--- config.mk ---
export PLATFORM = sky130hd
export DESIGN_NAME = rectified_window_average_bar_level_top
export DESIGN_NICKNAME = d
export VERILOG_FILES = /design/src/sv/rwabl_pkg.sv /design/src/sv/rectified_window_average_bar_level_top.sv
export SDC_FILE = /design/constraint.sdc
export NUM_CORES = 2
export LEC_CHECK = 0
export BUFFER_PORTS_ARGS = -buffer_cell sky130_fd_sc_hd__clkbuf_2
export CORE_ASPECT_RATIO = 1.5
export CORE_MARGIN = 8
export CORE_UTILIZATION = 50
export CTS_BUF_LIST = sky130_fd_sc_hd__clkbuf_4 sky130_fd_sc_hd__clkbuf_8 sky130_fd_sc_hd__clkbuf_16
export DETAILED_ROUTE_END_ITERATION = 7
export PLACE_DENSITY = 0.78
export RECOVER_POWER = 50
export SYNTH_ARGS = -nofsm -noshare
export SYNTH_HDL_FRONTEND = slang
export SYNTH_SLANG_ARGS = --single-unit
--- constraint.sdc ---
create_clock -name clk -period 6.5 [get_ports clk]
set_clock_uncertainty 0.15 [all_clocks]
set_input_delay 1.3 -clock clk [delete_from_list [all_inputs] [get_ports clk]]
set_output_delay 1.3 -clock clk [all_outputs]
set_load 0.02 [all_outputs]
--- src/sv/rwabl_pkg.sv ---
package rwabl_pkg;

    localparam int SAMPLE_W = 10;
    localparam int GAIN_W   = 5;
    localparam int STEP_W   = 12;
    localparam int MAG_W    = 15;
    localparam int MEAN_W   = 15;
    localparam int COUNT_W  = 3;
    localparam int MASK_W   = 4;

    localparam int S_TDATA_W = 16;
    localparam int M_TDATA_W = 24;

    localparam int CFG_INDEX_W = 2;
    localparam int CFG_DATA_W  = 12;

    typedef enum logic [CFG_INDEX_W-1:0] {
        REG_MIDPOINT = 2'd0,
        REG_GAIN     = 2'd1,
        REG_BAR_STEP = 2'd2
    } cfg_reg_t;

    localparam logic [SAMPLE_W-1:0] MIDPOINT_RST = 10'd512;
    localparam logic [GAIN_W-1:0]   GAIN_RST     = 5'd17;
    localparam logic [STEP_W-1:0]   BAR_STEP_RST = 12'd254;

endpackage

--- src/sv/rectified_window_average_bar_level_top.sv ---
// Channel   Dir  Handshake                 Payload (low bit first)
// s_axis    in   s_tvalid / s_tready       s_tdata: sample[9:0], zero pad
// m_axis    out  m_tvalid / m_tready       m_tdata: mean_level, bar_count, lit_mask, pad
// cfg       in   cfg_valid / cfg_ready     cfg_index, cfg_data (cfg_ready always high)
//
// One beat per cycle sustained while m_tready is high; each beat passes through the sample,
// magnitude, sum, mean and output registers in turn. Sum loop: the running sum and ring write
// close together per beat; the ring read for the next slot is prefetched, so the ring memory port never stalls.
// Reset clears control, the sum and the fill flag; no clearing pass over the ring.
// Each stage holds when the one after it is full and stalled; bubbles still fill.
module rectified_window_average_bar_level_top #(
    parameter int WINDOW = 50
) (
    input  logic                              clk,
    input  logic                              rst_n,

    input  logic                              s_tvalid,
    output logic                              s_tready,
    input  logic [rwabl_pkg::S_TDATA_W-1:0]   s_tdata,   // [9:0] sample

    output logic                              m_tvalid,
    input  logic                              m_tready,
    output logic [rwabl_pkg::M_TDATA_W-1:0]   m_tdata,   // [14:0] mean_level, [17:15] bar_count,
                                                         // [21:18] lit_mask

    input  logic                              cfg_valid,
    output logic                              cfg_ready,
    input  logic [rwabl_pkg::CFG_INDEX_W-1:0] cfg_index,
    input  logic [rwabl_pkg::CFG_DATA_W-1:0]  cfg_data
);

    localparam int SAMPLE_W = rwabl_pkg::SAMPLE_W;
    localparam int GAIN_W   = rwabl_pkg::GAIN_W;
    localparam int STEP_W   = rwabl_pkg::STEP_W;
    localparam int MAG_W    = rwabl_pkg::MAG_W;
    localparam int MEAN_W   = rwabl_pkg::MEAN_W;
    localparam int COUNT_W  = rwabl_pkg::COUNT_W;
    localparam int MASK_W   = rwabl_pkg::MASK_W;

    localparam int IDX_W    = $clog2(WINDOW);
    localparam int SUM_W    = $clog2(WINDOW * (2 ** MAG_W - 1) + 1);
    // floor(sum / WINDOW) == (sum * RECIP) >> RECIP_SH for every SUM_W-bit sum
    localparam int RECIP_SH = SUM_W + $clog2(WINDOW);
    localparam int RECIP_W  = SUM_W + 2;
    localparam longint unsigned RECIP_VAL =
        ((64'd1 << RECIP_SH) + longint'(WINDOW) - 64'd1) / longint'(WINDOW);
    localparam logic [RECIP_W-1:0] RECIP = RECIP_W'(RECIP_VAL);
    localparam int PROD_W   = SUM_W + RECIP_W;
    localparam logic [IDX_W-1:0] LAST_IDX = IDX_W'(WINDOW - 1);

    // configuration
    logic [SAMPLE_W-1:0] midpoint_reg;
    logic [GAIN_W-1:0]   gain_reg;
    logic [STEP_W-1:0]   bar_step_reg;

    assign cfg_ready = 1'b1;

    always_ff @(posedge clk or negedge rst_n)
    begin
        if (!rst_n)
        begin
            midpoint_reg <= rwabl_pkg::MIDPOINT_RST;
            gain_reg     <= rwabl_pkg::GAIN_RST;
            bar_step_reg <= rwabl_pkg::BAR_STEP_RST;
        end
        else if (cfg_valid && cfg_ready)
        begin
            unique case (cfg_index)
                rwabl_pkg::REG_MIDPOINT: midpoint_reg <= cfg_data[SAMPLE_W-1:0];
                rwabl_pkg::REG_GAIN:     gain_reg     <= cfg_data[GAIN_W-1:0];
                rwabl_pkg::REG_BAR_STEP: bar_step_reg <= cfg_data[STEP_W-1:0];
                default: ;
            endcase
        end
    end

    // stage valids and stall chain
    logic v1_reg, v2_reg, v3_reg, v4_reg, v5_reg;
    logic rdy1, rdy2, rdy3, rdy4, rdy5;

    assign rdy5 = !v5_reg || m_tready;
    assign rdy4 = !v4_reg || rdy5;
    assign rdy3 = !v3_reg || rdy4;
    assign rdy2 = !v2_reg || rdy3;
    assign rdy1 = !v1_reg || rdy2;
    assign s_tready = rdy1;

    // stage payloads
    logic [SAMPLE_W-1:0] sample_reg;
    logic [MAG_W-1:0]    mag_reg;
    logic [SUM_W-1:0]    sum_reg;
    logic [MEAN_W-1:0]   mean_reg;
    logic [MEAN_W-1:0]   mean_out_reg;
    logic [COUNT_W-1:0]  count_reg;
    logic [MASK_W-1:0]   mask_reg;

    // ring bookkeeping
    logic [IDX_W-1:0]    widx_reg;
    logic [IDX_W-1:0]    widx_next;
    logic                wrapped_reg;
    logic                wrapped_next;
    logic [MAG_W-1:0]    rd_data_reg;
    logic [MAG_W-1:0]    ring [WINDOW];

    logic                upd;
    logic [SAMPLE_W-1:0] diff;
    logic [MAG_W-1:0]    mag_next;
    logic [MAG_W-1:0]    old_mag;
    logic [SUM_W-1:0]    sum_next;
    logic [PROD_W-1:0]   prod;
    logic [PROD_W-1:0]   mean_wide;
    logic [MEAN_W-1:0]   step1, step2, step3, step4;
    logic [MASK_W-1:0]   mask_next;
    logic [COUNT_W-1:0]  count_next;

    always_comb
    begin
        diff = (sample_reg >= midpoint_reg) ? (sample_reg - midpoint_reg)
                                            : (midpoint_reg - sample_reg);
        mag_next = MAG_W'(diff) * MAG_W'(gain_reg);
    end

    // sum update happens as an item leaves the magnitude stage
    assign upd = v2_reg && rdy3;

    always_comb
    begin
        widx_next    = widx_reg;
        wrapped_next = wrapped_reg;
        if (upd)
        begin
            if (widx_reg == LAST_IDX)
            begin
                widx_next    = '0;
                wrapped_next = 1'b1;
            end
            else
            begin
                widx_next = widx_reg + 1'b1;
            end
        end
    end

    // a slot not yet written since reset reads as zero; slots fill in order
    assign old_mag  = wrapped_reg ? rd_data_reg : '0;
    assign sum_next = sum_reg - SUM_W'(old_mag) + SUM_W'(mag_reg);

    assign prod      = PROD_W'(sum_reg) * PROD_W'(RECIP);
    assign mean_wide = prod >> RECIP_SH;

    always_comb
    begin
        step1 = MEAN_W'(bar_step_reg);
        step2 = MEAN_W'(bar_step_reg) << 1;
        step3 = step2 + step1;
        step4 = MEAN_W'(bar_step_reg) << 2;
        // a zero step lights every digit on its own
        mask_next[0] = (mean_reg >= step1);
        mask_next[1] = (mean_reg >= step2);
        mask_next[2] = (mean_reg >= step3);
        mask_next[3] = (mean_reg >= step4);
        count_next = COUNT_W'(mask_next[0]) + COUNT_W'(mask_next[1])
                   + COUNT_W'(mask_next[2]) + COUNT_W'(mask_next[3]);
    end

    always_ff @(posedge clk or negedge rst_n)
    begin
        if (!rst_n)
        begin
            v1_reg      <= 1'b0;
            v2_reg      <= 1'b0;
            v3_reg      <= 1'b0;
            v4_reg      <= 1'b0;
            v5_reg      <= 1'b0;
            sum_reg     <= '0;
            widx_reg    <= '0;
            wrapped_reg <= 1'b0;
        end
        else
        begin
            if (rdy1)
                v1_reg <= s_tvalid;
            if (rdy2)
                v2_reg <= v1_reg;
            if (rdy3)
                v3_reg <= v2_reg;
            if (rdy4)
                v4_reg <= v3_reg;
            if (rdy5)
                v5_reg <= v4_reg;
            if (upd)
                sum_reg <= sum_next;
            widx_reg    <= widx_next;
            wrapped_reg <= wrapped_next;
        end
    end

    always_ff @(posedge clk)
    begin
        if (rdy1 && s_tvalid)
            sample_reg <= s_tdata[SAMPLE_W-1:0];
        if (rdy2 && v1_reg)
            mag_reg <= mag_next;
        if (rdy4 && v3_reg)
            mean_reg <= mean_wide[MEAN_W-1:0];
        if (rdy5 && v4_reg)
        begin
            mean_out_reg <= mean_reg;
            count_reg    <= count_next;
            mask_reg     <= mask_next;
        end
    end

    // ring memory: write the current slot, prefetch the slot the next beat replaces
    always_ff @(posedge clk)
    begin
        if (upd)
            ring[widx_reg] <= mag_reg;
        rd_data_reg <= ring[widx_next];
    end

    assign m_tvalid = v5_reg;
    assign m_tdata  = {{(rwabl_pkg::M_TDATA_W - MEAN_W - COUNT_W - MASK_W){1'b0}},
                       mask_reg, count_reg, mean_out_reg};

    ap_index_step: assert property (@(posedge clk) disable iff (!rst_n)
        upd |=> (widx_reg == $past(widx_reg) + 1'b1) || (widx_reg == '0))
        else $error("ring index did not advance by one");

    ap_wrap_sticky: assert property (@(posedge clk) disable iff (!rst_n)
        !$fell(wrapped_reg))
        else $error("fill flag dropped");

    ap_mean_range: assert property (@(posedge clk) disable iff (!rst_n)
        v3_reg |-> ((mean_wide >> MEAN_W) == '0))
        else $error("mean does not fit its field");

    ap_mask_count: assert property (@(posedge clk) disable iff (!rst_n)
        v5_reg |-> ($countones(mask_reg) == int'(count_reg)))
        else $error("bar count and mask disagree");

    ap_idle_sum: assert property (@(posedge clk) disable iff (!rst_n)
        !upd |=> $stable(sum_reg))
        else $error("sum changed without a beat");

endmodule

## After elaboration in Yosys (flattened, before gate mapping)

Memories as Yosys holds them, arrays and structs flattened. A register that Yosys moved wholly into a read port is not among the register bits.
Index checks and enable logic that the tools add are counted.

- Flip-flop bits (word level): 122
- Bits in writable memories: 750
- Bits of input ports: 35
- Output and inout bits: 27
- Word-level logic and storage cells: 63
- Memories kept: 1

Memory list:

| memory | depth | bits a word | read ports | clocked after memory_dff | wr ports | line | RTL |
|---|---|---|---|---|---|---|---|
| ring | 50 | 15 | 1 | 1 | 1 | rectified_window_average_bar_level_top.sv:103 | `logic [MAG_W-1:0] ring [WINDOW];` |

- $add $sub $neg: 9
- $mul: 2
- Order comparisons: 5
- Eq/ne operators: 3
- Muxes and demuxes: 6
- Reduce and logical (&&, ||, !) cells: 20

Operators with widths:

| kind | number |
|---|---|
| multiplier 21 x 22 -> 42 bit (second input constant) | 1 |
| >= comparator 15 x 14 -> 1 bit | 2 |
| adder 21 x 15 -> 21 bit | 1 |
| subtractor 21 x 15 -> 21 bit | 1 |
| subtractor 10 bit | 2 |
| >= comparator 15 x 12 -> 1 bit | 1 |
| >= comparator 15 x 13 -> 1 bit | 1 |
| multiplier 10 x 5 -> 15 bit | 1 |
| two-way mux 15 bit | 1 |
| adder 13 x 12 -> 14 bit | 1 |
| two-way mux 6 bit | 2 |
| >= comparator 10 bit | 1 |
| two-way mux 10 bit | 1 |
| AND reduction 2 bit | 4 |
| adder 6 x 1 -> 6 bit (second input constant) | 1 |
| == test 6 bit (second input constant) | 1 |
| logical AND 1 bit | 5 |
| logical NOT 1 bit | 5 |
| logical OR 1 bit | 5 |
| adder 2 x 1 -> 3 bit | 1 |
| adder 3 x 1 -> 3 bit | 1 |
| adder 1 x 1 -> 2 bit | 1 |
| == test 2 x 1 -> 1 bit (second input constant) | 1 |
| == test 2 bit (second input constant) | 1 |
| other kinds (2) | 3 |

## Logic depth before layout (Yosys ltp)

- Depth in word-level cells: 7
- Gate-level depth with buffers: 28
- Mapped depth without buffers: 27

## Least setup slack after synthesis

Ideal clock, no wire load.

- Path type: register -> register
- Start: register sum_reg[4]
- End: register mean_reg[11], data pin
- Setup time: 262 ps
- Data arrival time: 6393 ps
- Data required time: 6088 ps
- Slack: -306 ps
- Cell stages (with the launch flop): 22
- Path buffers: 0
- Period minus slack after synthesis: 6806 ps
- Path through: dfrtp_1 > inv_1 > fa_1 > fa_1 > fa_1 > fa_1 > fa_1 > inv_1 > fa_1 > inv_1 > fa_1 > inv_1 > ha_1 > and4_1 > and2_1 > a221oi_1 > o22ai_1 > o311a_1 > a21o_1 > a221oi_1 > o21bai_1 > xor2_1

- Longest elaborated chain between the ends: 1

Ends and longest elaborated chain:

| item | line | RTL |
|---|---|---|
| from (decl) | rectified_window_average_bar_level_top.sv:91 | `logic [SUM_W-1:0] sum_reg;` |
| from (signal assigned) | rectified_window_average_bar_level_top.sv:192 | `sum_reg <= sum_next;` |
| multiplier 21 x 22 -> 42 bit | rectified_window_average_bar_level_top.sv:148 | `assign prod = PROD_W'(sum_reg) * PROD_W'(RECIP);` |
| net mean_wide[11] | rectified_window_average_bar_level_top.sv:111 | `logic [PROD_W-1:0] mean_wide;` |
| to (signal assigned) | rectified_window_average_bar_level_top.sv:205 | `mean_reg <= mean_wide[MEAN_W-1:0];` |
| to (decl) | rectified_window_average_bar_level_top.sv:92 | `logic [MEAN_W-1:0] mean_reg;` |

The timed path passes the listed nets, and every way through them passes these cells.
A chain may end at the register's enable or synchronous reset.

## Worst setup path in the final report

Same ends and word-level chain as after synthesis.

==> impl_metrics.tcl <==
set metrics [dict create \
    final_common_cell "edfxtp_1" \
    drtIter0Drc 2371 \
    cp-endpoint "mean_reg[11]" \
    max_cap_violations 18 \
    worstSetupPathDepth 22 \
    drc_errors 0 \
    clk_latency_ns 0.67 \
    cp-start-kind "register" \
    fillers 6983 \
    drtAntennaViolNets 0 \
    r2r_slack_ns 0.08 \
    ctsHoldBuffers 0 \
    yosys.area.top_type_share 0.529 \
    layout-drive-gt1-share 0.159 \
    r2r_cells 22 \
    fin_crit_sh 0.987 \
    status "finished, violations left" \
    portBuffers 52 \
    path_class "register to register" \
    cp_top_family "adder cells" \
    max_stage_delay_ns 0.53 \
    seq_area_frac_synth 0.568 \
    max_freq_mhz 156 \
    grt_pass1_vias 28800 \
    synth_cell_types 68 \
    hold_class "register to register" \
    crit_path_frequent_cell "fa_1" \
    crit_fanout 7 \
    avgViaCountPerCell 5.84 \
    dieWidth_microns 264 \
    finalSetupViolations 0 \
    vias 27600 \
    violations "capacitance limit, slew limit" \
    slowest_stage "fa_1" \
    synthCells 3309 \
    synth-edff-count 812 \
    rsz0062_at_grt "yes" \
    maxSlewViolCount 877 \
    place_ws_ns -0.178 \
    hold_violations 0 \
    cts_made_buffers 81 \
    post-dp-hpwl_mm 72.7 \
    nNetsFinal 4053 \
    yosys_warnings 0 \
    root_buffer "clkbuf_16" \
    min_period_ns 6.42 \
    cp.required_ns 6.76 \
    htree_levels 3 \
    ys.flop_type "edfxtp_1" \
    die-area_sq_um 102000 \
    cp.arrival_ns 6.68 \
    end_kind "register" \
    cts_buffer_depth 3 \
    async_flop_share 0.0676 \
    layout_common_cells "edfxtp_1 (812), nand2_1 (398), inv_1 (380)" \
    die_h_microns 388 \
    synth.avg_cell_area_sq_um 13.9 \
    clock-sinks 887 \
    synth-seq-cells 887 \
    synth_top_area_cell "edfxtp_1" \
    hold-path-cell-count 1 \
    path_cells "buf_4 > ha_1 > inv_1 > fa_1 > inv_1 > fa_2 > fa_1 > fa_2 > fa_1 > inv_1 > fa_1 > inv_2 > ha_4 > and4_1 > and2_4 > a221oi_4 > o22ai_4 > o311a_4 > a21o_1 > a221oi_2 > o21bai_1 > xor2_1" \
    overflow 0 \
    diodes 0 \
    grt_pass1_wl_mm 166 \
    clk_pin_slew_ns 0.07 \
    rows 136 \
    track_usage 0.211 \
    core_sq_um 91500 \
    reg2reg_from "sum_reg[4]" \
    drt-total-wl_mm 109 \
    syn_area_sq_um 46100 \
    tightest_slew_ns 3.56 \
    hold_ws_ns 0.329 \
    synthTopCellsByArea "edfxtp_1 (53%), ha_1 (9.0%), fa_1 (8.6%), mux4_2 (5.9%), nand2_1 (3.2%)" \
    cts_tree "built" \
    largest_register_ffs 750 \
    dr.pass1.iters 6 \
    start_util 0.504 \
    reg2reg_to "mean_reg[11]" \
    syn2layout_area_growth_pct 11.8 \
    gp_congestion 0.913 \
    grt_start_max_net_pins 76 \
    path_buf_inv 5 \
    critPathLaunch "sum_reg[4]" \
    io_pins 62 \
    fin_ws_ns 0.0823 \
    antenna_found_initial 0 \
    wl_per_cell_microns 23.0 \
    relSlewSlack -1.37 \
]
kinds of logic (layout without fill, tap and decap cells):
family | Yosys count | in the layout | share of synthesized area
XOR/XNOR | 65 | 65 | 0.0123
other | 2 | 3 | 0.000163
AND/OR/NAND/NOR | 775 | 775 | 0.0761
multiplexers | 150 | 150 | 0.0657
flip-flops | 887 | 887 | 0.568
buffers and inverters | 507 | 750 | 0.0434
adder cells (fa/ha/maj) | 530 | 530 | 0.176
AO/OA/AOI/OAI | 393 | 393 | 0.0581
worst min path at each step:
| stage | startpoint | endpoint | slack [ns] |
|---|---|---|---|
| 4_1_cts | v1_reg | v2_reg | 0.33 |
| 2_1_floorplan | mean_reg[0] | mean_out_reg[0] | 0.29 |
| 3_3_place_gp | v3_reg | v4_reg | 0.32 |
| 3_5_place_dp | v1_reg | v2_reg | 0.33 |
| 5_1_grt | v3_reg | v4_reg | 0.38 |
| 6_report | v1_reg | v2_reg | 0.33 |
per-stage QoR:
step	instance area [sq um]	util	instances	setup TNS (ns)
after detailed placement	48700	0.531	4572	-0.865
after global placement	48700	0.531	4572	-0.443
after global routing	51600	0.563	4726	-0.582
final	51600	0.563	4726	0
after floorplan	46100	-	3310	0
after CTS	51400	0.562	4722	-0.111
layer usage:
metal,part of all wire,global-route usage,up-vias
met1,0.33,0.223,13800
met3,0.064,0.0310,310
met2,0.54,0.387,1182
li1,-,-,12300
met5,0,0,-
met4,0.068,0.137,0
cell type report:
class	instances	area, sq um	area share
multi-input combinational	1916	18200	0.353
clock buffer	93	2170	0.0421
inverter	387	1470	0.0285
clock inverter	55	578	0.0112
sequential	887	26200	0.508
timing repair buffer	215	1480	0.0286
tap	1173	1470	0.0285
worst reg2reg max path, stage by stage (launching register included):
cell and delay [ns]:
dfrtp_2 0.42, buf_4 0.18, ha_1 0.30, inv_1 0.06, fa_1 0.53, inv_1 0.05, fa_2 0.53, fa_1 0.44
fa_2 0.41, fa_1 0.51, inv_1 0.05, fa_1 0.49, inv_2 0.05, ha_4 0.20, and4_1 0.19, and2_4 0.16
a221oi_4 0.25, o22ai_4 0.13, o311a_4 0.35, a21o_1 0.21, a221oi_2 0.28, o21bai_1 0.11, xor2_1 0.14
cell usage after synthesis (10+ instances only):
master and count:
mux2_2 20, nand2b_1 22, and3_1 22, buf_2 16
nor2_1 86, mux4_2 120, buf_1 13, nor3_1 27
fa_1 198, clkbuf_1 77, xor2_1 18, ha_1 332
a311o_1 15, mux2i_1 10, a21o_1 43, nor2b_1 30
a222oi_1 30, inv_1 384, dfstp_2 10, o21a_1 14
xnor2_1 47, nand3_1 109, nand2_1 398, o21bai_1 15
o21ai_0 62, dfrtp_1 50, and2_1 41, a311oi_1 30
a21oi_1 124, edfxtp_1 812, dfxtp_1 15
what timing repair did:
action / 4_1_cts / 5_1_grt
pin swaps: 16 / 13
endpoints found under the setup margin: 8 / 14
buffers inserted: 2 / 4
endpoints found under the hold margin: 0 / 0
gates resized for setup: 6 / 32
Power is not shown: default switching activity piles up to over one toggle a cycle in this logic, so the estimate is an artifact.
